## config.mk

```make
export PLATFORM = sky130hd
export DESIGN_NAME = cia_timer_interrupt_keyboard_unit
export DESIGN_NICKNAME = d
export VERILOG_FILES = /design/src/hdl/cia_pkg.sv /design/src/hdl/cia_timer_interrupt_keyboard_unit.sv /design/src/hdl/cia_timer.sv /design/src/hdl/cia_kbd.sv
export SDC_FILE = /design/constraint.sdc
export NUM_CORES = 1
export LEC_CHECK = 0
export BUFFER_PORTS_ARGS = -buffer_cell sky130_fd_sc_hd__buf_2
export CAP_MARGIN = 20
export CORE_UTILIZATION = 50
export DETAILED_ROUTE_END_ITERATION = 6
export PLACE_DENSITY = 0.77
export SYNTH_ARGS = -nofsm -noshare
export SYNTH_HDL_FRONTEND = slang
export SYNTH_SLANG_ARGS = --single-unit
export TNS_END_PERCENT = 20
```

## constraint.sdc

```tcl
create_clock -name clk -period 3.95 [get_ports clk]
set_input_delay 0 -clock clk [delete_from_list [all_inputs] [get_ports clk]]
set_output_delay 0 -clock clk [all_outputs]
set_load 0.05 [all_outputs]
```

## src/hdl/cia_pkg.sv

```systemverilog
// shared types and constants of the timer, interrupt and keyboard unit
package cia_pkg;

  // item kinds
  localparam logic [1:0] KIND_WRITE = 2'd0;
  localparam logic [1:0] KIND_READ  = 2'd1;
  localparam logic [1:0] KIND_TICK  = 2'd2;
  localparam logic [1:0] KIND_KEY   = 2'd3;

  // register offsets
  localparam logic [3:0] ADDR_COLUMN = 4'h0;
  localparam logic [3:0] ADDR_KBD    = 4'h1;
  localparam logic [3:0] ADDR_TA_LO  = 4'h4;
  localparam logic [3:0] ADDR_TA_HI  = 4'h5;
  localparam logic [3:0] ADDR_TB_LO  = 4'h6;
  localparam logic [3:0] ADDR_TB_HI  = 4'h7;
  localparam logic [3:0] ADDR_ICR    = 4'hD;
  localparam logic [3:0] ADDR_CRA    = 4'hE;
  localparam logic [3:0] ADDR_CRB    = 4'hF;

  // limits and fixed values
  localparam int          MAX_TICK_CYCLES = 255;
  localparam int          KEY_ROW_COUNT   = 8;
  localparam logic [15:0] TIMER_RESET     = 16'hFFFF;
  localparam logic [7:0]  READ_UNMAPPED   = 8'hFF;
  localparam logic [7:0]  ROW_RESET       = 8'hFF;

  // control register bits
  localparam int CTL_START   = 0;
  localparam int CTL_ONESHOT = 3;
  localparam int CTL_LOAD    = 4;

  // bits that hold a timer still
  localparam logic [7:0] IDLE_BITS_A = 8'h20;
  localparam logic [7:0] IDLE_BITS_B = 8'h60;

  // interrupt register fields
  localparam int ICR_SET  = 7;
  localparam int MASK_W   = 5;

  typedef struct packed {
    logic [1:0] kind;
    logic [3:0] reg_addr;
    logic [7:0] write_data;
    logic [7:0] tick_cycles;
    logic [5:0] key_index;
    logic       key_pressed;
  } cia_in_t;

  typedef struct packed {
    logic [7:0] read_data;
    logic       irq_active;
  } cia_out_t;

  // strobes from the decoder to one timer
  typedef struct packed {
    logic       tick;
    logic       wr_lo;
    logic       wr_hi;
    logic       wr_ctl;
    logic [7:0] data;
    logic [7:0] cycles;
  } tmr_ctl_t;

  // strobes from the decoder to the key matrix
  typedef struct packed {
    logic       col_wr;
    logic       key_ev;
    logic [5:0] key_index;
    logic       pressed;
    logic [7:0] data;
  } kbd_ctl_t;

endpackage

```

## src/hdl/cia_timer_interrupt_keyboard_unit.sv

```systemverilog
// top level: input register, decode, timers, key matrix, interrupt logic, result register
//
// Takes one item per cycle while the result side does not stall and returns one
// result beat per item. The item passes through the input register into the
// result register and leaves when the result side does not stall. All work for
// an item (timer count and reload, interrupt flags, key matrix update and the
// read mux) sits in one combinational step between the input register and
// the result register, so the rate is set by that single stage. A stall on
// the result side holds the result register and then the input register;
// the input side stalls only while both are full.
module cia_timer_interrupt_keyboard_unit import cia_pkg::*; (
  input  logic     clk,
  input  logic     rst_n,
  input  logic     in_valid,
  output logic     in_stall,
  input  cia_in_t  in_data,
  output logic     out_valid,
  input  logic     out_stall,
  output cia_out_t out_data
);

  cia_in_t     in_data_r;
  logic        in_valid_r;
  cia_out_t    out_data_r, out_data_nxt;
  logic        out_valid_r;
  logic        advance;

  logic [7:0]  flags_r, flags_nxt;
  logic [MASK_W-1:0] mask_r, mask_nxt, mask_wr;
  logic        irq_r, irq_nxt;
  logic [7:0]  rd_data;

  logic        do_wr, do_rd, do_tick, do_key;
  logic [7:0]  cyc_sat;
  tmr_ctl_t    tmr_a_ctl, tmr_b_ctl;
  kbd_ctl_t    kbd_ctl;
  logic [15:0] count_a, count_b;
  logic        uf_a, uf_b;
  logic [1:0]  uf;
  logic [7:0]  kbd_scan;

  // handshake between the two registers
  assign advance   = in_valid_r && (!out_valid_r || !out_stall);
  assign in_stall  = in_valid_r && !advance;
  assign out_valid = out_valid_r;
  assign out_data  = out_data_r;

  always_ff @(posedge clk) begin
    if (!rst_n) begin
      in_valid_r <= 1'b0;
    end else if (!in_stall) begin
      in_valid_r <= in_valid;
    end
  end

  always_ff @(posedge clk) begin
    if (in_valid && !in_stall) begin
      in_data_r <= in_data;
    end
  end

  // item decode
  assign do_wr   = advance && (in_data_r.kind == KIND_WRITE);
  assign do_rd   = advance && (in_data_r.kind == KIND_READ);
  assign do_tick = advance && (in_data_r.kind == KIND_TICK);
  assign do_key  = advance && (in_data_r.kind == KIND_KEY);

  // clamp the elapsed cycles
  assign cyc_sat = (32'(in_data_r.tick_cycles) > MAX_TICK_CYCLES) ?
                   8'(MAX_TICK_CYCLES) : in_data_r.tick_cycles;

  always_comb begin
    tmr_a_ctl.tick   = do_tick;
    tmr_a_ctl.wr_lo  = do_wr && (in_data_r.reg_addr == ADDR_TA_LO);
    tmr_a_ctl.wr_hi  = do_wr && (in_data_r.reg_addr == ADDR_TA_HI);
    tmr_a_ctl.wr_ctl = do_wr && (in_data_r.reg_addr == ADDR_CRA);
    tmr_a_ctl.data   = in_data_r.write_data;
    tmr_a_ctl.cycles = cyc_sat;
    tmr_b_ctl.tick   = do_tick;
    tmr_b_ctl.wr_lo  = do_wr && (in_data_r.reg_addr == ADDR_TB_LO);
    tmr_b_ctl.wr_hi  = do_wr && (in_data_r.reg_addr == ADDR_TB_HI);
    tmr_b_ctl.wr_ctl = do_wr && (in_data_r.reg_addr == ADDR_CRB);
    tmr_b_ctl.data   = in_data_r.write_data;
    tmr_b_ctl.cycles = cyc_sat;
    kbd_ctl.col_wr    = do_wr && (in_data_r.reg_addr == ADDR_COLUMN);
    kbd_ctl.key_ev    = do_key;
    kbd_ctl.key_index = in_data_r.key_index;
    kbd_ctl.pressed   = in_data_r.key_pressed;
    kbd_ctl.data      = in_data_r.write_data;
  end

  cia_timer u_timer_a (
    .clk       (clk),
    .rst_n     (rst_n),
    .ctl       (tmr_a_ctl),
    .idle_bits (IDLE_BITS_A),
    .count     (count_a),
    .underflow (uf_a)
  );

  cia_timer u_timer_b (
    .clk       (clk),
    .rst_n     (rst_n),
    .ctl       (tmr_b_ctl),
    .idle_bits (IDLE_BITS_B),
    .count     (count_b),
    .underflow (uf_b)
  );

  cia_kbd u_kbd (
    .clk   (clk),
    .rst_n (rst_n),
    .ctl   (kbd_ctl),
    .scan  (kbd_scan)
  );

  assign uf = {uf_b, uf_a};

  // new mask on an interrupt register write
  assign mask_wr = in_data_r.write_data[ICR_SET] ?
                   (mask_r | in_data_r.write_data[MASK_W-1:0]) :
                   (mask_r & ~in_data_r.write_data[MASK_W-1:0]);

  // interrupt flags, mask, line and read mux
  always_comb begin
    flags_nxt = flags_r;
    mask_nxt  = mask_r;
    irq_nxt   = irq_r;
    rd_data   = 8'd0;
    if (do_wr && (in_data_r.reg_addr == ADDR_ICR)) begin
      mask_nxt = mask_wr;
      if ((flags_r[MASK_W-1:0] & mask_wr) != '0) begin
        flags_nxt[ICR_SET] = 1'b1;
        irq_nxt            = 1'b1;
      end
    end
    if (do_tick) begin
      flags_nxt[1:0] = flags_r[1:0] | uf;
      if ((uf & mask_r[1:0]) != 2'd0) begin
        flags_nxt[ICR_SET] = 1'b1;
        irq_nxt            = 1'b1;
      end
    end
    if (do_rd) begin
      unique case (in_data_r.reg_addr)
        ADDR_KBD:   rd_data = kbd_scan;
        ADDR_TA_LO: rd_data = count_a[7:0];
        ADDR_TA_HI: rd_data = count_a[15:8];
        ADDR_TB_LO: rd_data = count_b[7:0];
        ADDR_TB_HI: rd_data = count_b[15:8];
        ADDR_ICR: begin
          rd_data = {|(flags_r[MASK_W-1:0] & mask_r), flags_r[6:0]};
          flags_nxt = 8'd0;
          irq_nxt   = 1'b0;
        end
        default:    rd_data = READ_UNMAPPED;
      endcase
    end
    out_data_nxt.read_data  = rd_data;
    out_data_nxt.irq_active = irq_nxt;
  end

  always_ff @(posedge clk) begin
    if (!rst_n) begin
      flags_r <= 8'd0;
      mask_r  <= '0;
      irq_r   <= 1'b0;
    end else begin
      flags_r <= flags_nxt;
      mask_r  <= mask_nxt;
      irq_r   <= irq_nxt;
    end
  end

  // result register
  always_ff @(posedge clk) begin
    if (!rst_n) begin
      out_valid_r <= 1'b0;
    end else if (advance) begin
      out_valid_r <= 1'b1;
    end else if (!out_stall) begin
      out_valid_r <= 1'b0;
    end
  end

  always_ff @(posedge clk) begin
    if (advance) begin
      out_data_r <= out_data_nxt;
    end
  end

endmodule

```

## src/hdl/cia_timer.sv

```systemverilog
// one 16-bit down-counting timer with latch and control register
module cia_timer import cia_pkg::*; (
  input  logic        clk,
  input  logic        rst_n,
  input  tmr_ctl_t    ctl,
  input  logic [7:0]  idle_bits,
  output logic [15:0] count,
  output logic        underflow
);

  logic [15:0] latch_r, latch_nxt;
  logic [15:0] count_r, count_nxt;
  logic [7:0]  ctl_r, ctl_nxt;
  logic        running;
  logic [15:0] cyc16;

  assign cyc16   = {8'd0, ctl.cycles};
  assign running = ctl_r[CTL_START] && ((ctl_r & idle_bits) == 8'd0);

  // underflow when the elapsed cycles reach the count
  assign underflow = ctl.tick && running && !(cyc16 < count_r);
  assign count     = count_r;

  // next state for writes and ticks
  always_comb begin
    latch_nxt = latch_r;
    count_nxt = count_r;
    ctl_nxt   = ctl_r;
    if (ctl.wr_lo) begin
      latch_nxt[7:0] = ctl.data;
    end
    if (ctl.wr_hi) begin
      latch_nxt[15:8] = ctl.data;
      if (!ctl_r[CTL_START]) begin
        count_nxt = {ctl.data, latch_r[7:0]};
      end
    end
    if (ctl.wr_ctl) begin
      ctl_nxt           = ctl.data;
      ctl_nxt[CTL_LOAD] = 1'b0;
      if (ctl.data[CTL_LOAD]) begin
        count_nxt = latch_r;
      end
    end
    if (ctl.tick && running) begin
      if (!underflow) begin
        count_nxt = count_r - cyc16;
      end else if (ctl_r[CTL_ONESHOT]) begin
        ctl_nxt[CTL_START] = 1'b0;
        count_nxt          = latch_r;
      end else begin
        // reload less the overshoot past zero
        count_nxt = latch_r + count_r - cyc16;
      end
    end
  end

  always_ff @(posedge clk) begin
    if (!rst_n) begin
      latch_r <= TIMER_RESET;
      count_r <= TIMER_RESET;
      ctl_r   <= 8'd0;
    end else begin
      latch_r <= latch_nxt;
      count_r <= count_nxt;
      ctl_r   <= ctl_nxt;
    end
  end

endmodule

```

## src/hdl/cia_kbd.sv

```systemverilog
// 8x8 key matrix with column select and row scan
module cia_kbd import cia_pkg::*; (
  input  logic       clk,
  input  logic       rst_n,
  input  kbd_ctl_t   ctl,
  output logic [7:0] scan
);

  logic [7:0] rows_r [KEY_ROW_COUNT];
  logic [7:0] column_r;
  logic [2:0] row_sel;
  logic [2:0] bit_sel;

  assign row_sel = ctl.key_index[5:3];
  assign bit_sel = ctl.key_index[2:0];

  // and together the rows whose column bit is low
  always_comb begin
    scan = READ_UNMAPPED;
    for (int i = 0; i < KEY_ROW_COUNT; i++) begin
      if (!column_r[i]) begin
        scan = scan & rows_r[i];
      end
    end
  end

  // column select register
  always_ff @(posedge clk) begin
    if (!rst_n) begin
      column_r <= 8'd0;
    end else if (ctl.col_wr) begin
      column_r <= ctl.data;
    end
  end

  // key matrix, pressed keys read low
  always_ff @(posedge clk) begin
    if (!rst_n) begin
      for (int i = 0; i < KEY_ROW_COUNT; i++) begin
        rows_r[i] <= ROW_RESET;
      end
    end else if (ctl.key_ev) begin
      rows_r[row_sel][bit_sel] <= !ctl.pressed;
    end
  end

endmodule

```

==> reports/metrics.yaml <==
comb_power_share_pct: 10.7
ys_seq_elements: 188
numCtsBuffers: 17
period_share_pct: 88.3
area_growth_pct: 11.1
cp.arrival_ps: 3800
synthesis.area_mm2: 0.0125
fin_skew_ps: 13.3
criticalPathCategory: "flip-flop to flip-flop"
grt_antenna_before_repair: 0
power.total_mw: 4.34
core_mm2: 0.0244
critPathMaxFanout: 5
cpMaxStageDelayCell: "fa_1"
p_switching_mw: 1.22
portBuffers: 43
cts_resized: 0
drive_above_1_share_pct: 8.34
ir_worst_vdd_uv: 336
gp_congestion: 0.944
cts_root_buf: "clkbuf_16"
max-clock-path-buffers: 2
p_int_mw: 3.12
cp-end-kind: "flip-flop"
busiest_layer: "met2"
die_w_um: 160
max_freq_ghz: 0.287
synth_cells: 1438
cts_tree: "done"
syn_nets: 1549
met1_usage_pct: 39.3
grt_pass1_wl_um: 58700
relSlewSlack_pct: 43.0
clkPwrFrac_pct: 39.9
drcViolationCount: 0
final.min_clock_period_ps: 3490
drtAntennaViolNets: 0
layout_common_cells: "nand2_1 (175), o21ai_0 (147), inv_1 (136)"
fin_hold_ws_ps: 247
seqPwrFrac_pct: 49.4
ff2ff_path_depth: 10
routedWlPerCell_um: 20.2
start_kind: "flip-flop"
clkTransAtPathRegs_ps: 80
cts_sinks: 188
die_y_um: 160
initial_utilization_pct: 51.3
overflow: 0
path_cells: "fa_1 > inv_1 > ha_1 > a211oi_1 > o21ai_0 > and3_1 > or3_1 > a21oi_1 > xnor2_1 > o221ai_1"
p_leak_nw: 5.27
syn_area_per_cell_um2: 8.70
final_nets: 1584
grt_use_total_pct: 29.0
grt_max_degree: 66
post_cts.repair.setup_buffers: 0
required_ps: 4260
status: "completed"
use_met2_pct: 45.8
cts_htree_levels: 4
maxSlewViolCount: 0
cap_violations: 0
ys_seq_area_share_pct: 38.3
antenna_cells: 0
final_util_pct: 57.0
synth_edf_count: 102
cpPeakStageDelay_ps: 660
switching_share_pct: 28.2
drt_iter0_drc: 1417
row_count: 57
grt_util_met3_pct: 4.31
ys_warn_count: 0
rsz0062_at_grt: "false"
whs_path_depth: 2
drt-total-wl_um: 36500
first_pass_iters: 6
grt_pass1_vias: 10958
io_pins: 44
powerDensity_mw_per_mm2: 312
layout_commonest_cell: "nand2_1"
setup_violations: 0
cts_hold_buf: 34
tightest_slew_ps: 848
yosys.cell_types.count: 77
final.setup.tns_ps: 0
hold_violations: 0
clock_latency_ps: 450
hold_class: "primary input to flip-flop"
via_per_inst: 6.36
synth_flop_cell: "edfxtp_1"
floorplan.die_area_mm2: 0.0256
hpwl_um: 25500
vias: 11511
synthArstFlopShare_pct: 0
[worst max-delay path: cells and delay by family, from the launching register on]
| family | cells | cell delay [ps] |
|---|---|---|
| compound gates | 4 | 1070 |
| xor+xnor | 1 | 140 |
| fa+ha+maj | 2 | 940 |
| buf+inv | 1 | 60 |
| flops | 1 | 540 |
| simple gates | 2 | 590 |
[cell families (layout without fill, tap and decap cells)]
| logic type | Yosys count | after routing | synth area share (%) |
|---|---|---|---|
| AOI/OAI and AO/OA | 450 | 450 | 23.4 |
| xor gates and xnor gates | 39 | 39 | 2.73 |
| adders and majority gates | 78 | 78 | 8.88 |
| buffers and inverters | 224 | 272 | 7.00 |
| DFF | 188 | 188 | 38.3 |
| muxes | 49 | 49 | 4.06 |
| and+or+nand+nor | 410 | 410 | 15.6 |
[power groups by stage]
| stage | Combinational [mW] | Clock, mW | Sequential [mW] |
|---|---|---|---|
| finish | 0.464 | 1.73 | 2.14 |
| global route | 0.504 | 1.80 | 2.14 |
| CTS | 0.451 | 1.73 | 2.14 |
| detailed placement | 0.422 | 0 | 2.18 |
| global placement | 0.412 | 0 | 2.18 |
| floorplan | 0.303 | 0 | 2.17 |
[state kept, by name, indices dropped and copies added, names as in the netlist]
register           cells
u_kbd.rows_r          64
in_data_r             21
u_timer_a.count       16
u_timer_a.latch_r     16
u_timer_b.count       16
u_timer_b.latch_r     16
out_data               9
cyc_sat                8
u_kbd.column_r         8
u_timer_b.ctl_r        4
u_timer_a.ctl_r        3
flags_r                2
mask_r                 2
in_valid_r             1
irq_r                  1
out_valid              1
[layer usage]
layer	wire [um]	share of wire [%]	up-vias
met3	3630	9.9	104
met2	16400	45	693
met5	0	0	-
met1	15100	41	5448
li1	-	-	5266
met4	1430	3.9	0
[area by class of cell]
type                            count  area (um2)
Fill cell                        2169       10500
Multi-Input combinational cell   1026        6850
Sequential cell                   188        4780
Timing Repair Buffer              102         746
Inverter                          138         518
Clock buffer                       18         429
Tap cell                          324         405
Clock inverter                     14         164
[synthesized netlist by cell type, drive strengths merged (5+ instances only)]
| master | instances | area [um2] |
|---|---|---|
| nand4 | 14 | 93.8 |
| a211oi | 18 | 135 |
| a31oi | 12 | 75.1 |
| dfxtp | 86 | 1720 |
| mux2i | 44 | 440 |
| o21a | 17 | 128 |
| o211a | 6 | 60.1 |
| o221ai | 18 | 158 |
| fa | 18 | 360 |
| ha | 60 | 751 |
| a21oi | 75 | 375 |
| nor4 | 14 | 87.6 |
| o211ai | 46 | 345 |
| or3 | 9 | 56.3 |
| buf | 18 | 101 |
| clkbuf | 68 | 256 |
| nand3 | 23 | 115 |
| nor2b | 32 | 200 |
| o2111ai | 6 | 58.8 |
| xnor2 | 25 | 219 |
| nor3 | 25 | 140 |
| edfxtp | 102 | 3060 |
| and2 | 5 | 31.3 |
| and3 | 7 | 43.8 |
| inv | 136 | 510 |
| xor2 | 14 | 123 |
| nor2 | 74 | 280 |
| o22ai | 37 | 231 |
| nand2b | 12 | 75.1 |
| o21ai | 149 | 746 |
| nand2 | 175 | 657 |
| o21bai | 9 | 67.6 |
| a21o | 12 | 90.1 |
| a2111oi | 5 | 81.3 |
[final timing paths]
check / start / endpoint / slack [ps]
worst max-delay path: cyc_sat[1] / u_timer_a.count[15] / 460
worst min-delay path: in_data[4] / in_data_r[4] / 250
worst max register to register: cyc_sat[1] / u_timer_a.count[15] / 460
worst min register to register: irq_r / irq_r / 530
[per-stage QoR]
stage / cells / instance area (um2) / setup WS, ps
2_1_floorplan: 1438 / 12500 / 834
3_3_place_gp: 1744 / 13000 / 495
3_5_place_dp: 1744 / 13000 / 491
4_1_cts: 1810 / 13900 / 459
5_1_grt: 1810 / 13900 / 156
6_report: 1810 / 13900 / 461
Note: power is estimated with default switching activity, not from simulation.
